<file path="src/rtl/core/morse_keying_sequencer_top_assert.svh">
// assertion helpers, clocked on clk_i and disabled while rst_ni is low
`ifndef MORSE_KEYING_SEQUENCER_TOP_ASSERT_SVH
`define MORSE_KEYING_SEQUENCER_TOP_ASSERT_SVH

// same-cycle implication
`define MKS_ASSERT_IMPL(lbl, pre, post) \
  lbl: assert property (@(posedge clk_i) disable iff (!rst_ni) (pre) |-> (post)) \
    else $error("mks assertion failed");

// next-cycle implication
`define MKS_ASSERT_NEXT(lbl, pre, post) \
  lbl: assert property (@(posedge clk_i) disable iff (!rst_ni) (pre) |=> (post)) \
    else $error("mks assertion failed");

`endif

</file>
<file path="src/rtl/core/mks_pkg.sv">
package mks_pkg;

  localparam int unsigned SymBitsW  = 8;
  localparam int unsigned SymCountW = 4;
  localparam int unsigned DurW      = 16;
  localparam int unsigned CfgIdxW   = 3;
  localparam int unsigned OpW       = 2;

  localparam logic [DurW-1:0] DitReset     = 16'd1;
  localparam logic [DurW-1:0] DahReset     = 16'd3;
  localparam logic [DurW-1:0] GapSymReset  = 16'd1;
  localparam logic [DurW-1:0] GapCharReset = 16'd3;
  localparam logic [DurW-1:0] GapWordReset = 16'd7;

  typedef enum logic [OpW-1:0] {
    OP_TICK = 2'd0,
    OP_LOAD = 2'd1,
    OP_WORD = 2'd2,
    OP_STOP = 2'd3
  } mks_op_e;

  typedef enum logic [1:0] {
    PH_IDLE    = 2'd0,
    PH_SYMBOL  = 2'd1,
    PH_SYMGAP  = 2'd2,
    PH_CHARGAP = 2'd3
  } mks_phase_e;

  typedef enum logic [CfgIdxW-1:0] {
    CFG_DIT      = 3'd0,
    CFG_DAH      = 3'd1,
    CFG_GAP_SYM  = 3'd2,
    CFG_GAP_CHAR = 3'd3,
    CFG_GAP_WORD = 3'd4
  } mks_cfg_idx_e;

  typedef struct packed {
    logic [DurW-1:0] dit;
    logic [DurW-1:0] dah;
    logic [DurW-1:0] gap_sym;
    logic [DurW-1:0] gap_char;
    logic [DurW-1:0] gap_word;
  } mks_cfg_t;

  typedef struct packed {
    mks_op_e              opcode;
    logic [SymBitsW-1:0]  symbol_bits;
    logic [SymCountW-1:0] sym_cnt;
  } mks_item_t;

  typedef struct packed {
    logic busy_res;
    logic status;
    logic key_level;
  } mks_res_t;

endpackage

</file>
<file path="src/rtl/core/mks_cfg.sv">
module mks_cfg (
  input  logic                        clk_i,
  input  logic                        rst_ni,
  input  logic                        cfg_valid_i,
  output logic                        cfg_ready_o,
  input  logic [mks_pkg::CfgIdxW-1:0] cfg_index_i,
  input  logic [mks_pkg::DurW-1:0]    cfg_data_i,
  output mks_pkg::mks_cfg_t           cfg_o
);

  mks_pkg::mks_cfg_t cfg_d, cfg_q;

  assign cfg_ready_o = 1'b1;

  always_comb begin
    cfg_d = cfg_q;
    if (cfg_valid_i) begin
      case (cfg_index_i)
        mks_pkg::CFG_DIT:      cfg_d.dit      = cfg_data_i;
        mks_pkg::CFG_DAH:      cfg_d.dah      = cfg_data_i;
        mks_pkg::CFG_GAP_SYM:  cfg_d.gap_sym  = cfg_data_i;
        mks_pkg::CFG_GAP_CHAR: cfg_d.gap_char = cfg_data_i;
        mks_pkg::CFG_GAP_WORD: cfg_d.gap_word = cfg_data_i;
        default: ;
      endcase
    end
  end

  always_ff @(posedge clk_i or negedge rst_ni) begin
    if (!rst_ni) begin
      cfg_q.dit      <= mks_pkg::DitReset;
      cfg_q.dah      <= mks_pkg::DahReset;
      cfg_q.gap_sym  <= mks_pkg::GapSymReset;
      cfg_q.gap_char <= mks_pkg::GapCharReset;
      cfg_q.gap_word <= mks_pkg::GapWordReset;
    end else begin
      cfg_q <= cfg_d;
    end
  end

  assign cfg_o = cfg_q;

endmodule

</file>
<file path="src/rtl/core/mks_in_reg.sv">
module mks_in_reg (
  input  logic                clk_i,
  input  logic                rst_ni,
  input  logic                in_valid_i,
  output logic                in_ready_o,
  input  mks_pkg::mks_item_t  in_item_i,
  output logic                item_valid_o,
  input  logic                item_take_i,
  output mks_pkg::mks_item_t  item_o
);

  logic               vld_d, vld_q;
  mks_pkg::mks_item_t item_q;

  assign in_ready_o = !vld_q || item_take_i;

  always_comb begin
    vld_d = vld_q;
    if (in_ready_o) begin
      vld_d = in_valid_i;
    end
  end

  always_ff @(posedge clk_i or negedge rst_ni) begin
    if (!rst_ni) begin
      vld_q <= 1'b0;
    end else begin
      vld_q <= vld_d;
    end
  end

  always_ff @(posedge clk_i) begin
    if (in_valid_i && in_ready_o) begin
      item_q <= in_item_i;
    end
  end

  assign item_valid_o = vld_q;
  assign item_o       = item_q;

endmodule

</file>
<file path="src/rtl/core/mks_core.sv">
module mks_core #(
  parameter int unsigned MAX_SYMBOLS = 8,
  parameter int unsigned TICK_WIDTH  = 16
) (
  input  logic               clk_i,
  input  logic               rst_ni,
  input  logic               item_valid_i,
  input  mks_pkg::mks_item_t item_i,
  output logic               item_take_o,
  input  mks_pkg::mks_cfg_t  cfg_i,
  output logic               res_valid_o,
  input  logic               res_ready_i,
  output mks_pkg::mks_res_t  res_o
);

  localparam int unsigned CntW = $clog2(MAX_SYMBOLS + 1);
  localparam int unsigned SelW = (MAX_SYMBOLS > 1) ? $clog2(MAX_SYMBOLS) : 1;
  localparam logic [TICK_WIDTH-1:0] TickMax = '1;
  localparam logic [mks_pkg::SymCountW:0] MaxCnt = (mks_pkg::SymCountW + 1)'(MAX_SYMBOLS);

  mks_pkg::mks_phase_e     phase_d, phase_q;
  logic [MAX_SYMBOLS-1:0]  store_d, store_q;
  logic                    store_we;
  logic [CntW-1:0]         loaded_d, loaded_q;
  logic [CntW-1:0]         idx_d, idx_q;
  logic [CntW-1:0]         idx_inc;
  logic [CntW-1:0]         cnt_sat;
  logic [TICK_WIDTH-1:0]   elapsed_d, elapsed_q;
  logic [TICK_WIDTH-1:0]   elapsed_inc;
  logic [TICK_WIDTH-1:0]   target_d, target_q;
  logic                    busy_d, busy_q;
  logic                    cur_dah;
  logic [MAX_SYMBOLS+mks_pkg::SymBitsW-1:0] bits_ext;
  mks_pkg::mks_res_t       res_d, res_q;
  logic                    res_vld_d, res_vld_q;

  function automatic logic [TICK_WIDTH-1:0] clamp_dur(input logic [mks_pkg::DurW-1:0] v);
    logic [31:0] wide;
    wide = 32'(v);
    if (wide > 32'(TickMax)) begin
      return TickMax;
    end
    return TICK_WIDTH'(v);
  endfunction

  assign item_take_o = item_valid_i && (!res_vld_q || res_ready_i);

  assign bits_ext    = {{MAX_SYMBOLS{1'b0}}, item_i.symbol_bits};
  assign elapsed_inc = elapsed_q + TICK_WIDTH'(1);
  assign idx_inc     = idx_q + CntW'(1);
  assign cur_dah     = (32'(idx_q) < 32'(MAX_SYMBOLS)) ? store_q[idx_q[SelW-1:0]] : 1'b0;
  assign cnt_sat     = ({1'b0, item_i.sym_cnt} > MaxCnt) ? CntW'(MAX_SYMBOLS)
                                                        : CntW'(item_i.sym_cnt);

  always_comb begin
    phase_d   = phase_q;
    store_d   = bits_ext[MAX_SYMBOLS-1:0];
    store_we  = 1'b0;
    loaded_d  = loaded_q;
    idx_d     = idx_q;
    elapsed_d = elapsed_q;
    target_d  = target_q;
    busy_d    = busy_q;
    res_d     = '0;
    if (item_take_o) begin
      case (item_i.opcode)
        mks_pkg::OP_TICK: begin
          if (phase_q != mks_pkg::PH_IDLE) begin
            res_d.key_level = (phase_q == mks_pkg::PH_SYMBOL);
            if (elapsed_inc < target_q) begin
              elapsed_d = elapsed_inc;
            end else begin
              elapsed_d = '0;
              case (phase_q)
                mks_pkg::PH_SYMBOL: begin
                  idx_d = idx_inc;
                  if (idx_inc < loaded_q) begin
                    phase_d  = mks_pkg::PH_SYMGAP;
                    target_d = clamp_dur(cfg_i.gap_sym);
                  end else begin
                    phase_d  = mks_pkg::PH_CHARGAP;
                    target_d = clamp_dur(cfg_i.gap_char);
                  end
                end
                mks_pkg::PH_SYMGAP: begin
                  phase_d  = mks_pkg::PH_SYMBOL;
                  target_d = clamp_dur(cur_dah ? cfg_i.dah : cfg_i.dit);
                end
                default: begin
                  phase_d = mks_pkg::PH_IDLE;
                  busy_d  = 1'b0;
                end
              endcase
            end
          end
        end
        mks_pkg::OP_LOAD: begin
          if (busy_q) begin
            res_d.status = 1'b1;
          end else begin
            store_we  = 1'b1;
            loaded_d  = cnt_sat;
            idx_d     = '0;
            elapsed_d = '0;
            if (cnt_sat != '0) begin
              busy_d   = 1'b1;
              phase_d  = mks_pkg::PH_SYMBOL;
              target_d = clamp_dur(bits_ext[0] ? cfg_i.dah : cfg_i.dit);
            end
          end
        end
        mks_pkg::OP_WORD: begin
          if (busy_q) begin
            res_d.status = 1'b1;
          end else begin
            loaded_d  = '0;
            idx_d     = '0;
            elapsed_d = '0;
            target_d  = clamp_dur(cfg_i.gap_word);
            phase_d   = mks_pkg::PH_CHARGAP;
            busy_d    = 1'b1;
          end
        end
        default: begin
          phase_d   = mks_pkg::PH_IDLE;
          busy_d    = 1'b0;
          elapsed_d = '0;
          loaded_d  = '0;
        end
      endcase
      res_d.busy_res = busy_d;
    end
  end

  always_comb begin
    res_vld_d = res_vld_q;
    if (item_take_o) begin
      res_vld_d = 1'b1;
    end else if (res_ready_i) begin
      res_vld_d = 1'b0;
    end
  end

  always_ff @(posedge clk_i or negedge rst_ni) begin
    if (!rst_ni) begin
      phase_q   <= mks_pkg::PH_IDLE;
      loaded_q  <= '0;
      idx_q     <= '0;
      elapsed_q <= '0;
      target_q  <= '0;
      busy_q    <= 1'b0;
      res_vld_q <= 1'b0;
    end else begin
      phase_q   <= phase_d;
      loaded_q  <= loaded_d;
      idx_q     <= idx_d;
      elapsed_q <= elapsed_d;
      target_q  <= target_d;
      busy_q    <= busy_d;
      res_vld_q <= res_vld_d;
    end
  end

  always_ff @(posedge clk_i) begin
    if (store_we) begin
      store_q <= store_d;
    end
    if (item_take_o) begin
      res_q <= res_d;
    end
  end

  assign res_valid_o = res_vld_q;
  assign res_o       = res_q;

`include "morse_keying_sequencer_top_assert.svh"

  `MKS_ASSERT_IMPL(a_busy_phase, 1'b1, busy_q == (phase_q != mks_pkg::PH_IDLE))
  `MKS_ASSERT_IMPL(a_idx_in_char,
                   phase_q == mks_pkg::PH_SYMBOL || phase_q == mks_pkg::PH_SYMGAP,
                   idx_q < loaded_q)
  `MKS_ASSERT_NEXT(a_load_starts,
                   item_take_o && item_i.opcode == mks_pkg::OP_LOAD && !busy_q &&
                   item_i.sym_cnt != '0,
                   phase_q == mks_pkg::PH_SYMBOL && idx_q == '0 && elapsed_q == '0)
  `MKS_ASSERT_NEXT(a_stop_idles,
                   item_take_o && item_i.opcode == mks_pkg::OP_STOP,
                   phase_q == mks_pkg::PH_IDLE && !busy_q && elapsed_q == '0)

endmodule

</file>
<file path="src/rtl/core/morse_keying_sequencer_top.sv">
// channel   dir  handshake                         payload
// s_axis    in   s_axis_tvalid / s_axis_tready     tuser opcode, tdata symbols and count
// m_axis    out  m_axis_tvalid / m_axis_tready     tdata key level, status, busy
// cfg       in   cfg_valid_i / cfg_ready_o         cfg_index_i, cfg_data_i
//
// one beat per clock sustained while m_axis_tready stays high; each input beat passes
// through the input register, then the state update into the result register
// while a result waits on m_axis_tready the input register takes one more beat,
// then s_axis_tready stays low until the result is taken
// rst_ni clears the sequencer to idle and loads the default durations
// cfg_ready_o is always high; write only while no beat is in flight
module morse_keying_sequencer_top #(
  parameter int unsigned MAX_SYMBOLS = 8,
  parameter int unsigned TICK_WIDTH  = 16
) (
  input  logic                        clk_i,
  input  logic                        rst_ni,
  input  logic                        s_axis_tvalid,
  output logic                        s_axis_tready,
  input  logic [15:0]                 s_axis_tdata,   // symbol_bits[7:0], sym_cnt[11:8]
  input  logic [1:0]                  s_axis_tuser,   // opcode[1:0]
  output logic                        m_axis_tvalid,
  input  logic                        m_axis_tready,
  output logic [7:0]                  m_axis_tdata,   // key_level[0], status[1], busy_res[2]
  input  logic                        cfg_valid_i,
  output logic                        cfg_ready_o,
  input  logic [mks_pkg::CfgIdxW-1:0] cfg_index_i,
  input  logic [mks_pkg::DurW-1:0]    cfg_data_i
);

  mks_pkg::mks_item_t in_item;
  mks_pkg::mks_item_t item;
  mks_pkg::mks_cfg_t  cfg;
  mks_pkg::mks_res_t  res;
  logic               item_valid;
  logic               item_take;

  assign in_item.opcode      = mks_pkg::mks_op_e'(s_axis_tuser);
  assign in_item.symbol_bits = s_axis_tdata[7:0];
  assign in_item.sym_cnt     = s_axis_tdata[11:8];

  mks_cfg u_cfg (
    .clk_i       (clk_i),
    .rst_ni      (rst_ni),
    .cfg_valid_i (cfg_valid_i),
    .cfg_ready_o (cfg_ready_o),
    .cfg_index_i (cfg_index_i),
    .cfg_data_i  (cfg_data_i),
    .cfg_o       (cfg)
  );

  mks_in_reg u_in_reg (
    .clk_i        (clk_i),
    .rst_ni       (rst_ni),
    .in_valid_i   (s_axis_tvalid),
    .in_ready_o   (s_axis_tready),
    .in_item_i    (in_item),
    .item_valid_o (item_valid),
    .item_take_i  (item_take),
    .item_o       (item)
  );

  mks_core #(
    .MAX_SYMBOLS (MAX_SYMBOLS),
    .TICK_WIDTH  (TICK_WIDTH)
  ) u_core (
    .clk_i        (clk_i),
    .rst_ni       (rst_ni),
    .item_valid_i (item_valid),
    .item_i       (item),
    .item_take_o  (item_take),
    .cfg_i        (cfg),
    .res_valid_o  (m_axis_tvalid),
    .res_ready_i  (m_axis_tready),
    .res_o        (res)
  );

  assign m_axis_tdata = {5'b0, res.busy_res, res.status, res.key_level};

endmodule

</file>
<file path="config.mk">
export PLATFORM = sky130hd
export DESIGN_NAME = morse_keying_sequencer_top
export DESIGN_NICKNAME = d
export VERILOG_FILES = /design/src/rtl/core/mks_pkg.sv /design/src/rtl/core/mks_cfg.sv /design/src/rtl/core/mks_in_reg.sv /design/src/rtl/core/mks_core.sv /design/src/rtl/core/morse_keying_sequencer_top.sv
export VERILOG_INCLUDE_DIRS = /design/src /design/src/rtl/core
export SDC_FILE = /design/constraint.sdc
export NUM_CORES = 1
export LEC_CHECK = 0
export BUFFER_PORTS_ARGS = -buffer_cell sky130_fd_sc_hd__buf_4
export CAP_MARGIN = 30
export CORE_MARGIN = 3
export CORE_UTILIZATION = 60
export CTS_CLUSTER_DIAMETER = 60
export DETAILED_ROUTE_END_ITERATION = 8
export PLACE_DENSITY = 0.77
export REMOVE_ABC_BUFFERS = 1
export SLEW_MARGIN = 20
export SYNTH_ARGS = -nofsm -noshare
export SYNTH_HDL_FRONTEND = slang
export SYNTH_SLANG_ARGS = --single-unit
export TNS_END_PERCENT = 100
</file>
<file path="constraint.sdc">
create_clock -name clk_i -period 5.1 [get_ports clk_i]
set_input_delay 0.765 -clock clk_i [delete_from_list [all_inputs] [get_ports clk_i]]
set_output_delay 0.765 -clock clk_i [all_outputs]
set_load 0.02 [all_outputs]
</file>
==> results.py <==
metrics = {
    "floorplanning": {
        "coreArea_mm2": 0.0127,
        "ioPinCount": 53,
        "fp.dieArea_mm2": 0.0145,
        "dieWidth_um": 120,
        "dieHeight_um": 120,
        "initial_core_util": 0.617,
        "rows": 41,
    },
    "pwr": {
        "p_per_area_mw_per_mm2": 491,
        "p_total_w": 0.00436,
        "ir_drop_v": 0.000375,
        "p_leak_nw": 3.70,
    },
    "worst_setup_path": {
        "end_kind": "flip-flop",
        "crit_slowest_cell": "a21boi_2",
        "crit_type": "reg2reg",
        "critical_path_required_ps": 5350,
        "reg2reg_depth": 11,
        "path_cells": "ha_1 -> inv_1 -> nor4_1 -> nand3_1 -> xnor2_1 -> ha_1 -> nand4_1 -> a2111o_1 -> a211o_1 -> a21boi_2 -> o32ai_1",
        "startpoint_type": "flip-flop",
        "critical_path.max_stage_delay_ps": 760,
        "worstPathMaxFanout": 16,
        "arrival_ps": 4360,
        "crit_top_cell": "ha_1",
    },
    "detailed_routing": {
        "drtPass1Iterations": 5,
        "antenna_left": 0,
        "vias": 5441,
        "viasPerCell": 6.11,
        "routed_wirelength_um": 17400,
        "wl_per_cell_um": 19.6,
        "drt-initial-drc-count": 428,
        "remaining_drc_errors": 0,
    },
    "grt": {
        "grt_first_pass_wirelength_um": 29000,
        "antenna_found_initial": 0,
        "grt_max_degree": 51,
        "globalRouteOverflowTotal": 0,
        "grt_pass1_vias": 5673,
        "grtUsageTotal": 0.258,
    },
    "final_layout": {
        "final_core_util": 0.698,
        "final_cell_mix": "119 x mux2_2, 116 x dfrtp_1, 72 x nand2_1",
        "drive_gt1_frac": 0.333,
        "nets": 775,
        "mostFrequentLayoutCell": "mux2_2",
        "area_growth_pct": 13.2,
        "insertedDiodeCount": 0,
    },
    "synth": {
        "ys_types": 64,
        "ys_dominant_reg_cell": "dfrtp_1",
        "synth-simple-area-share": 0.0976,
        "synth_cells": 668,
        "synth_compound_area_frac": 0.122,
        "synthAdderAreaFrac": 0.0446,
        "synth_xor_area_frac": 0.0156,
        "synthMuxAreaShare": 0.177,
        "synth-edff-count": 25,
        "ys_ff_latch": 150,
        "yosysSeqAreaShare": 0.496,
        "synth_top_family_by_area": "multiplexers",
        "syn_avg_cell_area_um2": 11.7,
        "synthArstFlopShare": 0.833,
        "synth_warnings": 0,
        "syn_area_mm2": 0.00785,
    },
    "sta": {
        "whs_ps": 374,
        "fin_tns_setup_ps": 0,
        "clock.fmax_mhz": 243,
        "finalCritPeriodShare": 0.806,
        "setup_ws_ps": 988,
        "setup_viol": 0,
        "final_hold_viol_count": 0,
        "tightest_slew_ps": 967,
        "slew_headroom": 0.355,
        "rsz0062_at_grt": "no",
        "finalMaxSlewViolations": 0,
        "period_minus_slack_ps": 4110,
        "clock_skew_ps": 7.08,
    },
    "placement": {
        "dp_hpwl_um": 11500,
        "port_buffers": 42,
        "gp_congestion": 0.845,
        "pre_cts_ws_ps": 1020,
    },
    "flow_run": {
        "maxCapViolCount": 0,
    },
    "cts": {
        "cts_hold_buf": 0,
        "ctsRootBufferMaster": "clkbuf_16",
        "clk_pin_slew_worst_paths_ps": 60,
        "postCtsSetupBuffers": 0,
        "ctsHtreeMaxLevel": 4,
        "cts_buffer_depth": 2,
        "cts_buffers": 17,
        "cts-resized-gates": 0,
        "tritoncts": "yes",
        "cts_sinks": 150,
        "worst_skew_pair.late_latency_ps": 430,
    },
    "outcome": {
        "run_status": "finished clean",
    },
    "min_path": {
        "hold_class": "in2async",
    },
}
==> layout make-up <==
type                    count  area, um2
inverters                  34        128
repair buffers             52        415
well taps                 172        215
clock inverters            11        136
multi-input cells         450       3610
flip-flops and latches    150       3890
clock buffers              21        482
fillers                   936       3840
==> Yosys cell counts, drive strengths merged, types with 3 or more instances <==
master | number | share of area
edfxtp | 25 | 0.096
mux2 | 119 | 0.17
buf | 23 | 0.022
a211oi | 3 | 0.0051
nor2b | 4 | 0.0032
nor3 | 4 | 0.0032
and3 | 4 | 0.0032
o221ai | 14 | 0.024
and2 | 5 | 0.0043
o2111ai | 4 | 0.0045
o22ai | 6 | 0.0064
xnor2 | 10 | 0.011
dfrtp | 116 | 0.37
nand3 | 32 | 0.020
xor2 | 4 | 0.0045
o32ai | 16 | 0.018
nand2 | 72 | 0.034
a32o | 3 | 0.0038
a21oi | 9 | 0.0057
a31o | 6 | 0.0067
a31oi | 5 | 0.0040
a21boi | 5 | 0.0053
inv | 34 | 0.016
nand2b | 7 | 0.0056
clkbuf | 14 | 0.0067
ha | 28 | 0.045
o211ai | 3 | 0.0029
o21ai | 29 | 0.018
mux2i | 5 | 0.0064
nor2 | 18 | 0.0086
or4 | 3 | 0.0033
dfstp | 9 | 0.030
==> report_power, final <==
group | internal (W) | switching (W)
logic | 0.000649 | 0.000737
registers | 0.00149 | 0.000187
clock network | 0.000785 | 0.000512
==> per-layer routing <==
metal	up-vias	part of all wire	GRT usage
met5	-	0	0
met4	0	0.019	0.0871
met3	29	0.045	0.0641
met2	153	0.51	0.430
met1	2754	0.43	0.333
li1	2505	-	-
==> worst max-delay path, delay by kind of cell (launching register included) <==
kind                       cells  cell delay [ps]
adders and majority gates      2              620
buffers and inverters          1              100
AOI/OAI and AO/OA              4             1790
xor gates and xnor gates       1              190
and+or+nand+nor                3              790
DFF                            1              450
==> kinds of logic (layout without fill, tap and decap cells) <==
kind of cell,Yosys count,in the layout
AO/OA/AOI/OAI,117,117
XOR/XNOR,14,14
adder cells (fa/ha/maj),28,28
buffers and inverters,72,118
flip-flops,150,150
multiplexers,124,124
other,2,6
AND/OR/NAND/NOR,161,161
==> worst paths after layout <==
kind | start | to | slack, ps
max | u_core.elapsed_q[0]$_DFFE_PN0P_ | u_core.target_q[7]$_DFFE_PN0P_ | 990
min | rst_ni | u_core.elapsed_q[3]$_DFFE_PN0P_ | 370
max reg2reg | u_core.elapsed_q[0]$_DFFE_PN0P_ | u_core.target_q[7]$_DFFE_PN0P_ | 990
min reg2reg | u_in_reg.item_o[9]$_DFFE_PP_ | u_core.store_q[5]$_DFFE_PP_ | 420
max in group asynchronous | rst_ni | u_cfg.cfg_o[0]$_DFFE_PN1P_ | 3480
min in group clk_i | u_in_reg.item_o[9]$_DFFE_PP_ | u_core.store_q[5]$_DFFE_PP_ | 420
==> registers in the layout, indices dropped and copies added (netlist names) <==
signal and cells:
u_in_reg.item_valid_o 1, u_core.loaded_q 4, u_core.busy_q 1, u_core.phase_q 2, u_in_reg.item_o 14, u_core.store_q 8
u_core.target_q 16, u_core.elapsed_q 16, u_core.idx_q 4, u_core.res_o 3, u_core.res_valid_o 1, u_cfg.cfg_o 80
==> metrics by stage <==
step,instance area [um2],cells
after floorplan,7630,634
after global placement,8200,853
after detailed placement,8250,857
after CTS,8860,889
after global routing,8880,890
final,8880,890
Power figures use the tool's default switching activity.
